<file path="config.mk">
export PLATFORM = sky130hd
export DESIGN_NAME = receive_reorder_window
export DESIGN_NICKNAME = d
export VERILOG_FILES = /design/src/hdl/rrw_pkg.sv /design/src/hdl/receive_reorder_window.sv
export SDC_FILE = /design/constraint.sdc
export NUM_CORES = 2
export LEC_CHECK = 0
export BUFFER_PORTS_ARGS = -buffer_cell sky130_fd_sc_hd__buf_4
export CAP_MARGIN = 40
export CORE_UTILIZATION = 60
export CTS_CLUSTER_DIAMETER = 30
export DETAILED_ROUTE_END_ITERATION = 6
export GPL_TIMING_DRIVEN = 0
export MAX_ROUTING_LAYER = met4
export PLACE_DENSITY = 0.76
export REMOVE_ABC_BUFFERS = 1
export SYNTH_ARGS = -nofsm -noshare
export SYNTH_HDL_FRONTEND = slang
export SYNTH_SLANG_ARGS = --single-unit
</file>
<file path="constraint.sdc">
create_clock -name clk -period 12.8 [get_ports clk]
set_input_delay 0.64 -clock clk [delete_from_list [all_inputs] [get_ports clk]]
set_output_delay 0.64 -clock clk [all_outputs]
set_load 0.02 [all_outputs]
</file>
<file path="src/hdl/rrw_pkg.sv">
`timescale 1ns / 1ps
// ---------------------------------------------------------------------------
// rrw_pkg
// Shared types and constants for the receive reorder window.
// ---------------------------------------------------------------------------
package rrw_pkg;

	localparam int WINDOW_SIZE = 64;
	localparam int SEQ_BITS    = 16;
	localparam int HANDLE_BITS = 16;
	localparam int IDX_BITS    = $clog2(WINDOW_SIZE);
	localparam int RANGE_BITS  = 7;
	localparam int COUNT_BITS  = 7;
	localparam int MASK_BITS   = 64;

	localparam logic MODE_ADD = 1'b0;
	localparam logic MODE_POP = 1'b1;

	typedef enum logic [2:0] {
		ST_OK       = 3'd0,
		ST_OVERFLOW = 3'd1,
		ST_ALREADY  = 3'd2,
		ST_NO_DATA  = 3'd3,
		ST_MISMATCH = 3'd4
	} status_t;

	typedef enum logic {
		S_IDLE,
		S_EXEC
	} state_t;

	typedef struct packed {
		logic        mode;
		logic [15:0] seq_in;
		logic [15:0] payload_in;
	} req_t;

	typedef struct packed {
		logic [2:0]  status;
		logic [15:0] payload_out;
		logic [63:0] sync_mask;
		logic [15:0] base_seq;
		logic [6:0]  msg_count;
	} rsp_t;

endpackage

</file>
<file path="src/hdl/receive_reorder_window.sv">
`timescale 1ns / 1ps
// ---------------------------------------------------------------------------
// receive_reorder_window
// Each accepted item and its memory read data are held in stage-1 registers;
// the result is registered in the output register once that register is free.
// A new item is taken only after the last one has done the read-modify-write
// of the slot tag and payload memories (read on accept, update in the execute
// state); a stalled result holds the update, and so the input, until it is taken.
// Reset: asynchronous; base, count, occupancy and tag-written bits clear at
// once. Unwritten tags read as their reset value, so no clearing pass.
// ---------------------------------------------------------------------------
module receive_reorder_window
	import rrw_pkg::*;
(
	input  logic                  clk,
	input  logic                  arst_n,
	input  logic                  req_valid,
	output logic                  req_stall,
	input  req_t                  req,
	output logic                  rsp_valid,
	input  logic                  rsp_stall,
	output rsp_t                  rsp,
	input  logic                  cfg_valid,
	output logic                  cfg_ready,
	input  logic [RANGE_BITS-1:0] cfg_data
);

	// storage
	logic [SEQ_BITS-1:0]    tag_mem [WINDOW_SIZE];
	logic [HANDLE_BITS-1:0] pay_mem [WINDOW_SIZE];
	logic [WINDOW_SIZE-1:0] tag_vld_q;
	logic [WINDOW_SIZE-1:0] full_q;
	logic [WINDOW_SIZE-1:0] occ_q;
	logic [SEQ_BITS-1:0]    base_q;
	logic [COUNT_BITS-1:0]  count_q;
	logic [RANGE_BITS-1:0]  range_q;

	state_t state_q, state_n;

	// stage 1: item and read data
	logic                   mode_s1;
	logic [SEQ_BITS-1:0]    seq_s1;
	logic [HANDLE_BITS-1:0] pay_in_s1;
	logic [IDX_BITS-1:0]    idx_s1;
	logic [SEQ_BITS-1:0]    tag_rd_s1;
	logic [HANDLE_BITS-1:0] pay_rd_s1;
	logic                   vld_rd_s1;

	logic                   rsp_valid_q;
	rsp_t                   rsp_q;

	logic                   req_fire;
	logic                   exec_fire;
	logic [IDX_BITS-1:0]    rd_idx;
	logic [SEQ_BITS-1:0]    seq_in_w;

	// update signals
	logic [SEQ_BITS-1:0]    tag_cur;
	logic [SEQ_BITS-1:0]    diff;
	logic [SEQ_BITS-1:0]    tag_diff;
	logic [SEQ_BITS-1:0]    expect_tag;
	logic signed [SEQ_BITS:0] diff_x;
	logic signed [SEQ_BITS:0] range_x;
	status_t                status_w;
	logic [HANDLE_BITS-1:0] pay_out_w;
	logic                   tag_we;
	logic [WINDOW_SIZE-1:0] full_n;
	logic [WINDOW_SIZE-1:0] occ_n;
	logic [SEQ_BITS-1:0]    base_n;
	logic [COUNT_BITS-1:0]  count_n;
	logic [WINDOW_SIZE-1:0] slot_bit;
	logic [2*WINDOW_SIZE-1:0] occ_dbl;
	logic [WINDOW_SIZE-1:0] rot;
	logic [WINDOW_SIZE-1:0] keep;

	assign seq_in_w  = req.seq_in[SEQ_BITS-1:0];
	assign req_stall = (state_q != S_IDLE);
	assign req_fire  = req_valid && !req_stall;
	assign rd_idx    = (req.mode == MODE_POP) ? base_q[IDX_BITS-1:0]
	                                          : seq_in_w[IDX_BITS-1:0];
	assign exec_fire = (state_q == S_EXEC) && (!rsp_valid_q || !rsp_stall);
	assign cfg_ready = 1'b1;
	assign rsp_valid = rsp_valid_q;
	assign rsp       = rsp_q;

	// state machine
	always_ff @(posedge clk or negedge arst_n) begin
		if (!arst_n) begin
			state_q <= S_IDLE;
		end else begin
			state_q <= state_n;
		end
	end

	always_comb begin
		state_n = state_q;
		case (state_q)
			S_IDLE: begin
				if (req_fire) begin
					state_n = S_EXEC;
				end
			end
			S_EXEC: begin
				if (exec_fire) begin
					state_n = S_IDLE;
				end
			end
			default: state_n = S_IDLE;
		endcase
	end

	// memory read on accept, write on update
	always_ff @(posedge clk) begin
		if (req_fire) begin
			tag_rd_s1 <= tag_mem[rd_idx];
			pay_rd_s1 <= pay_mem[rd_idx];
		end
		if (tag_we) begin
			tag_mem[idx_s1] <= seq_s1;
			pay_mem[idx_s1] <= pay_in_s1;
		end
	end

	always_ff @(posedge clk) begin
		if (req_fire) begin
			mode_s1   <= req.mode;
			seq_s1    <= seq_in_w;
			pay_in_s1 <= req.payload_in[HANDLE_BITS-1:0];
			idx_s1    <= rd_idx;
			vld_rd_s1 <= tag_vld_q[rd_idx];
		end
	end

	// update logic
	always_comb begin
		// a never-written slot holds (index - window) mod 2^SEQ_BITS
		tag_cur    = vld_rd_s1 ? tag_rd_s1
		                       : SEQ_BITS'(idx_s1) - SEQ_BITS'(WINDOW_SIZE);
		diff       = seq_s1 - base_q;
		diff_x     = {diff[SEQ_BITS-1], diff};
		range_x    = {{(SEQ_BITS+1-RANGE_BITS){1'b0}}, range_q};
		expect_tag = seq_s1 - SEQ_BITS'(WINDOW_SIZE);
		tag_diff   = tag_cur - seq_s1;
		slot_bit   = {{(WINDOW_SIZE-1){1'b0}}, 1'b1} << idx_s1;

		status_w  = ST_OK;
		pay_out_w = '0;
		tag_we    = 1'b0;
		full_n    = full_q;
		occ_n     = occ_q;
		base_n    = base_q;
		count_n   = count_q;

		if (mode_s1 == MODE_ADD) begin
			if (diff_x >= range_x) begin
				status_w = ST_OVERFLOW;
			end else if (diff_x < 0) begin
				status_w = ST_ALREADY;
			end else if (tag_cur != expect_tag) begin
				// slot taken: older or equal tag means already seen
				status_w = (tag_diff[SEQ_BITS-1] || tag_diff == '0) ? ST_ALREADY
				                                                   : ST_OVERFLOW;
			end else begin
				tag_we = 1'b1;
				full_n = full_q | slot_bit;
				occ_n  = occ_q | slot_bit;
				if (count_q != {COUNT_BITS{1'b1}}) begin
					count_n = count_q + 1'b1;
				end
			end
		end else begin
			if ((full_q & slot_bit) == '0) begin
				status_w = ST_NO_DATA;
			end else begin
				full_n = full_q & ~slot_bit;
				if (tag_cur != base_q) begin
					status_w = ST_MISMATCH;
				end else begin
					pay_out_w = pay_rd_s1;
					base_n    = base_q + 1'b1;
					occ_n     = occ_q & ~slot_bit;
					if (count_q != '0) begin
						count_n = count_q - 1'b1;
					end
				end
			end
		end

		if (!exec_fire) begin
			tag_we = 1'b0;
		end

		// mask relative to the new base, limited to accept_range
		occ_dbl = {occ_n, occ_n};
		rot     = WINDOW_SIZE'(occ_dbl >> base_n[IDX_BITS-1:0]);
		for (int k = 0; k < WINDOW_SIZE; k++) begin
			keep[k] = (RANGE_BITS'(k) < range_q);
		end
	end

	// state registers
	always_ff @(posedge clk or negedge arst_n) begin
		if (!arst_n) begin
			tag_vld_q <= '0;
			full_q    <= '0;
			occ_q     <= '0;
			base_q    <= '0;
			count_q   <= '0;
			range_q   <= RANGE_BITS'(WINDOW_SIZE);
		end else begin
			if (cfg_valid && cfg_ready) begin
				range_q <= cfg_data;
			end
			if (exec_fire) begin
				full_q  <= full_n;
				occ_q   <= occ_n;
				base_q  <= base_n;
				count_q <= count_n;
				if (tag_we) begin
					tag_vld_q <= tag_vld_q | slot_bit;
				end
			end
		end
	end

	// output register
	always_ff @(posedge clk or negedge arst_n) begin
		if (!arst_n) begin
			rsp_valid_q <= 1'b0;
		end else if (exec_fire) begin
			rsp_valid_q <= 1'b1;
		end else if (!rsp_stall) begin
			rsp_valid_q <= 1'b0;
		end
	end

	always_ff @(posedge clk) begin
		if (exec_fire) begin
			rsp_q.status      <= status_w;
			rsp_q.payload_out <= 16'(pay_out_w);
			rsp_q.sync_mask   <= MASK_BITS'(rot & keep);
			rsp_q.base_seq    <= 16'(base_n);
			rsp_q.msg_count   <= count_n;
		end
	end

	// checks
	a_full_in_occ: assert property (@(posedge clk) disable iff (!arst_n)
		(full_q & ~occ_q) == '0)
		else $error("data-present bit set outside occupancy");

	a_hold_exec: assert property (@(posedge clk) disable iff (!arst_n)
		(state_q == S_EXEC && rsp_valid_q && rsp_stall) |=> state_q == S_EXEC)
		else $error("update left while output register blocked");

	a_base_on_pop: assert property (@(posedge clk) disable iff (!arst_n)
		!$stable(base_q) |-> $past(exec_fire) && $past(mode_s1) == MODE_POP)
		else $error("base moved without a pop");

	a_rsp_after_exec: assert property (@(posedge clk) disable iff (!arst_n)
		$rose(rsp_valid_q) |-> $past(state_q) == S_EXEC)
		else $error("result without an update cycle");

endmodule

</file>
Word level (Yosys, flattened, before mapping)
Memories as Yosys holds them, arrays and structs flattened. A register that Yosys moved wholly into a read port is not among the register bits.
Index checks and enable logic that the tools add are counted.

storage, ports and cells
  bits in registers = 370
  latch bits = 0
  memory bits (writable) = 2048
  bits in read-only memories = 0
  input bits = 45
  output and inout port bits = 109
  word-level logic and storage cells = 172
  memories kept = 2

cells by class
  add/sub/neg operators = 7
  multiply operators = 0
  div/mod/pow operators = 0
  $lt $le $gt $ge = 67
  eq/ne operators = 8
  shift operators = 2
  multiplexer cells = 45
  bitwise logic cells = 10
  reductions and logical operators = 13

memories
  memory   depth  bits a word  rd ports  clocked after Yosys merged registers in  write ports  RTL line                      source
  pay_mem  64     16           1         1                                        1            receive_reorder_window.sv:30  logic [HANDLE_BITS-1:0] pay_mem [WINDOW_SIZE];
  tag_mem  64     16           1         1                                        1            receive_reorder_window.sv:29  logic [SEQ_BITS-1:0] tag_mem [WINDOW_SIZE];

operators by type and width
  operator                                              count
  2-to-1 mux 64 bit                                     11
  AND 64 bit                                            4
  < comparator 6 x 7 -> 1 bit (first input constant)    32
  bitwise OR 64 bit                                     3
  right shift 128 x 6 -> 64 bit                         1
  < comparator 5 x 7 -> 1 bit (first input constant)    16
  logical NOT 64 bit                                    1
  2-to-1 mux 16 bit                                     4
  inverter 64 bit                                       1
  << shifter 1 x 6 -> 64 bit (first input constant)     1
  < comparator 4 x 7 -> 1 bit (first input constant)    8
  2-to-1 mux 7 bit                                      8
  inequality test 16 bit                                2
  subtractor 16 bit                                     2
  < comparator 3 x 7 -> 1 bit (first input constant)    4
  adder 16 x 1 -> 16 bit (second input constant)        1
  >= comparator 16 x 8 -> 1 bit                         1
  logical NOT 16 bit                                    1
  < comparator 16 x 1 -> 1 bit (second input constant)  1
  subtractor 16 x 7 -> 16 bit (second input constant)   1
  < comparator 1 x 7 -> 1 bit (first input constant)    2
  < comparator 2 x 7 -> 1 bit (first input constant)    2
  2-to-1 mux 1 bit                                      12
  2-to-1 mux 3 bit                                      3
  other kinds (19)                                      30

Longest topological paths before layout
  depth after elaboration = 10
  gate-level depth with buffers = 24

Least setup slack after synthesis
OpenSTA, ideal clock, no wires.

  kind = register to register
  from = register seq_s1[1]
  to = memory pay_mem[0][0] (enable)
  library setup time = 0.422 ns
  arrival = 5.973 ns
  required time = 12.378 ns
  path slack = 6.405 ns
  cell stages (with the launch flop) = 19
  buffers on the path = 2
  path through = edfxtp_1 > inv_1 > fa_1 > nand2b_1 > a211oi_1 > nor2_1 > xnor2_1 > ha_1 > and3_1 > a211oi_1 > nand4_1 > nor4_1 > nand2_1 > nor4_4 > and4_1 > nand2_1 > clkbuf_1 > buf_1 > nor2_1

between the ends
  cells in the longest elaborated chain, start to end = 9
  elaborated cells on any way between the ends = 12
  those cells by class = add/sub: 2; order compare: 2; eq/ne: 1; mux: 7

RTL lines
  element                                                                    RTL line                       source
  start: declaration                                                         receive_reorder_window.sv:42   logic [SEQ_BITS-1:0] seq_s1;
  start signal: assignment                                                   receive_reorder_window.sv:127  seq_s1 <= seq_in_w;
  parallel branches: the longest is 4 deep, another holds subtractor 16 bit  n/a
  2-to-1 mux 1 bit (*)                                                       receive_reorder_window.sv:155  if (diff_x >= range_x) begin
  2-to-1 mux 1 bit (*)                                                       receive_reorder_window.sv:154  if (mode_s1 == MODE_ADD) begin
  2-to-1 mux 1 bit (*)                                                       receive_reorder_window.sv:189  if (!exec_fire) begin
  2-to-1 mux 1 bit (*)                                                       receive_reorder_window.sv:118  if (tag_we) begin
  2-to-1 mux 1 bit (implied by the code) (*)                                 receive_reorder_window.sv:120  pay_mem[idx_s1] <= pay_in_s1;
  end: declaration                                                           receive_reorder_window.sv:30

Every way passes the cells marked *.

Worst setup path in the final report
  from = register base_q[2]
  to = register rsp_q (netlist bit rsp[41]) (data pin)

between the ends
  cells in the longest elaborated chain, start to end = 7
  elaborated cells on any way between the ends = 15
  those cells by class = add/sub: 2; order compare: 2; eq/ne: 1; shift: 1; mux: 8; bitwise: 1

RTL lines
  element                            RTL line                       source
  start: declaration                 receive_reorder_window.sv:34   logic [SEQ_BITS-1:0] base_q;
  start signal: assignment           receive_reorder_window.sv:217  base_q <= base_n;
  subtractor 16 bit                  receive_reorder_window.sv:139  diff = seq_s1 - base_q;
  < comparator 16 x 1 -> 1 bit       receive_reorder_window.sv:157  end else if (diff_x < 0) begin
  2-to-1 mux 64 bit                  receive_reorder_window.sv:157
  2-to-1 mux 64 bit                  receive_reorder_window.sv:155
  2-to-1 mux 64 bit                  receive_reorder_window.sv:154
  right shift 128 x 6 -> 64 bit (*)  receive_reorder_window.sv:195  rot = WINDOW_SIZE'(occ_dbl >> base_n[IDX_BITS-1:0]);
  AND 64 bit (*)                     receive_reorder_window.sv:241  rsp_q.sync_mask <= MASK_BITS'(rot & keep);
  end: declaration                   receive_reorder_window.sv:50   rsp_t rsp_q;

Every way passes the cells marked *; elsewhere a longest branch is shown, timed or not.
A chain may end at the register's enable or synchronous reset.

==> Implementation_results.wiki <==
{| class="wikitable"
! Metric !! Value
|-
| Last weighted congestion value of the routability-driven placer || 0.978
|-
| Buffer type at the clock tree root || sky130_fd_sc_hd__clkbuf_16
|-
| Cell area power density || 176 nW/um^2
|-
| Number of nets in the layout || 9438
|-
| Post-detailed-route count of antenna-violating nets || 0
|-
| Number of I/O pins || 154
|-
| Chip width || 423 microns
|-
| Reg2Reg Depth || 21
|-
| Violated checks || DRC
|-
| Port bufs || 152
|-
| H-Tree Depth || 5
|-
| Outcome || complete, but fails checks
|-
| DRT iter0 DRCs || 13600
|-
| Wirelength, routed || 345000 microns
|-
| Critical path start-end classification || flip-flop to flip-flop
|-
| Worst setup startpoint || base_q[2]
|-
| Slew of the pin with the lowest slew margin || 1080 ps
|-
| Syn Area/Cell || 11.8 sq um
|-
| Final-report setup violation count || 0
|-
| Number of enable flip-flop cells after synthesis || 2226
|-
| Worst Skew || 79.1 ps
|-
| Number of max-cap violations || 0
|-
| Synthesized instance count || 9033
|-
| Area taken by multi-input logic gates || 31400 sq um
|-
| TritonRoute pass-1 iters || 7
|-
| Minimum period implied by the final worst setup slack || 8050 ps
|-
| Portion of the post-synthesis area used by sequential elements || 0.682
|-
| Final-layout worst hold slack || 73.4 ps
|-
| Ys flop type || sky130_fd_sc_hd__edfxtp_1
|-
| Wire length of the first global-routing pass || 507000 microns
|-
| Hold/Removal Path Class || primary input to flip-flop
|-
| Peak ir drop on the vdd network || 0.184 mV
|-
| Period utilization || 0.629
|-
| Height of the chip || 423 microns
|-
| Initial core utilization || 0.604
|-
| Crit Reg-Reg Startpoint || base_q[2]
|-
| Leakage power || 46.7 nW
|-
| Antenna violations before repair || 3
|-
| Count of distinct cell types in the synthesized netlist || 98
|-
| Per-cell routed wire length || 28.7 microns
|-
| Maximum number of buffers from clock root to sink || 4
|-
| Clock tree sinks || 2450
|-
| Combined global-route utilization of all metal layers || 0.389
|-
| Clock latency at the later pin of the worst-skew pair || 1000 ps
|-
| Worst-case register-to-register setup slack || 4750 ps
|-
| Crit path DAT || 8780 ps
|-
| Maximum fanout along the worst path || 71
|-
| Vias per std cell || 6.92
|-
| Reg clk slew, reported paths || 50 ps
|-
| Number of hold violations in the final report || 0
|-
| Area used by sequential logic in the layout || 72500 sq um
|-
| Number of setup buffers added after CTS || 0
|-
| Fill cell total of the finished layout || 9667
|-
| Maximum number of pins on one net before global-route repair || 158
|-
| CTS tree || yes
|-
| Ratio of cells with drive above 1 in the final layout || 0.148
|-
| Startpoint types || flip-flop
|-
| Total CTS buffers || 427
|-
| Synth top area share || 0.629
|-
| Number of placement rows || 154
|-
| Post-synthesis instance area || 106000 sq um
|-
| DRC violation count after routing || 19
|-
| Sum of overflow across all layers after global routing || 0
|-
| Aggregate negative setup slack || 0 ps
|-
| Floorplan Core Area || 176000 sq um
|-
| Capturing instance or port of the critical path || rsp[41]
|-
| Number of flip-flops and latches in the synthesized netlist || 2450
|-
| Total via count after detailed routing || 83300
|-
| Synthesis-to-layout area growth || 23.7%
|-
| Kind of end point of the critical path || flip-flop
|-
| Cell type with the largest total area after synthesis || sky130_fd_sc_hd__edfxtp_1
|-
| Setup repair after global routing missed its margin || false
|-
| Most frequently used cell type in the post-synthesis netlist || sky130_fd_sc_hd__nand2_1
|-
| Vias in the first global route || 81600
|-
| Yosys warning count || 0
|-
| Share of flip-flops with an asynchronous set or reset after synthesis || 0.0914
|-
| Detail Placement HPWL || 201000 microns
|-
| Reg-to-Reg End || rsp[41]
|-
| Required time worst endpoint || 13530 ps
|-
| Cell types occupying the most area after synthesis || sky130_fd_sc_hd__edfxtp_1 63%, sky130_fd_sc_hd__nand2_1 8.3%, sky130_fd_sc_hd__nand3_1 5.5%
|-
| Die Outline Area || 179000 sq um
|-
| Slew margin rel. || 0.281
|-
| Number of max-slew violations in the final report || 0
|-
| Max Clock Freq || 124 MHz
|-
| Commonest cells in the netlist || 2347 x sky130_fd_sc_hd__nand2_1, 2226 x sky130_fd_sc_hd__edfxtp_1, 1177 x sky130_fd_sc_hd__nand3_1, 558 x sky130_fd_sc_hd__clkbuf_1, 364 x sky130_fd_sc_hd__a311oi_1
|-
| Core utilization of the finished layout || 0.746
|}
[final cells by class]
cell class | count | share of cell area
antenna | 2 | 0.0000381
clock buffer | 482 | 0.0837
clock inverter | 290 | 0.0255
inverter | 73 | 0.00230
multi-input combinational | 5841 | 0.239
sequential | 2450 | 0.551
tap | 2340 | 0.0223
timing repair buffer | 556 | 0.0759
[critical path: stages (launching register included)]
cell                       delay [ps]
sky130_fd_sc_hd__dfrtp_1          910
sky130_fd_sc_hd__clkinv_1         580
sky130_fd_sc_hd__ha_1             540
sky130_fd_sc_hd__nand2b_1         110
sky130_fd_sc_hd__a211oi_1         360
sky130_fd_sc_hd__nor2_1           100
sky130_fd_sc_hd__xnor2_1          140
sky130_fd_sc_hd__ha_1             330
sky130_fd_sc_hd__and3_1           210
sky130_fd_sc_hd__a211oi_1         240
sky130_fd_sc_hd__nand4_1          120
sky130_fd_sc_hd__nor4_1           240
sky130_fd_sc_hd__nand2_1          140
sky130_fd_sc_hd__nor4_4           620
sky130_fd_sc_hd__and4_4           840
sky130_fd_sc_hd__buf_12           340
sky130_fd_sc_hd__a221oi_1         210
sky130_fd_sc_hd__o21ai_0          490
sky130_fd_sc_hd__nand4_1          530
sky130_fd_sc_hd__o22ai_1          260
sky130_fd_sc_hd__nor2_1            90
sky130_fd_sc_hd__a211oi_1         350
[cells in the final DEF (no fill, tap or decap), drive strengths merged, types with 103 or more instances in the layout]
cell    Yosys  routed
buf       108     502
o21ai     355     355
a311oi    364     364
clkinv      5     140
nor3      209     209
clkbuf    561     482
a21oi     138     138
nand2    2348    2348
dfrtp     223     223
nand3    1177    1177
edfxtp   2226    2226
and3      154     154
inv        68     103
nor2      191     191
a221oi    125     125
[logic make-up after synthesis]
| kind of cell | Yosys count | synth area share |
|---|---|---|
| flops | 2450 | 0.682 |
| other cells | 1 | 0.0000353 |
| buf+inv | 742 | 0.0291 |
| simple gates | 4354 | 0.184 |
| xor+xnor | 74 | 0.00643 |
| fa+ha+maj | 44 | 0.00532 |
| mux | 32 | 0.00410 |
| compound gates | 1336 | 0.0890 |
[state kept, by name (all words and copies together), names as in the netlist, 16 cells and up, named ones only]
name and cells:
tag_mem 1024, seq_s1 16, pay_mem 1024, tag_vld_q 64, pay_in_s1 16, tag_rd_s1 16
rsp 106, base_q 16, pay_rd_s1 16, occ_q 64
[stage by stage]
step,instances,setup WS (ps),cell area (sq um),total power [mW]
2_1_floorplan,8364,-179730,103000,11.7
4_1_cts,12000,4850,131000,23.1
6_report,12000,4750,131000,23.2
3_3_place_gp,10900,-465300,108000,12.1
5_1_grt,12000,4310,131000,23.7
3_5_place_dp,11200,4910,116000,11.8
[per-layer routing]
metal / global-route usage / routed length, microns / up-vias
li1: - / - / 34500
met1: 0.469 / 118000 / 40200
met2: 0.592 / 159000 / 7093
met3: 0.0882 / 42000 / 1574
met4: 0.254 / 25900 / 0
met5: - / 0 / -
[worst min-delay path by stage]
stage	from	end	cells past startpoint
3_3_place_gp	tag_vld_q[51]	tag_vld_q[51]	1
4_1_cts	cfg_valid	range_q[0]	2
5_1_grt	cfg_valid	range_q[0]	2
3_5_place_dp	tag_vld_q[0]	tag_vld_q[0]	1
2_1_floorplan	arst_n	async pin	0
6_report	cfg_valid	range_q[0]	2
[repair_timing]
| item | in CTS | in global routing |
|---|---|---|
| gates resized for setup | 0 | 0 |
| endpoints found under the hold margin | 143 | 0 |
| hold buffers | 48 | 0 |
[where the power goes]
group	internal, mW	switching (mW)
registers	8.88	0.0828
clock network	7.42	3.99
logic	0.973	1.85
Power figures use the tool's default switching activity.
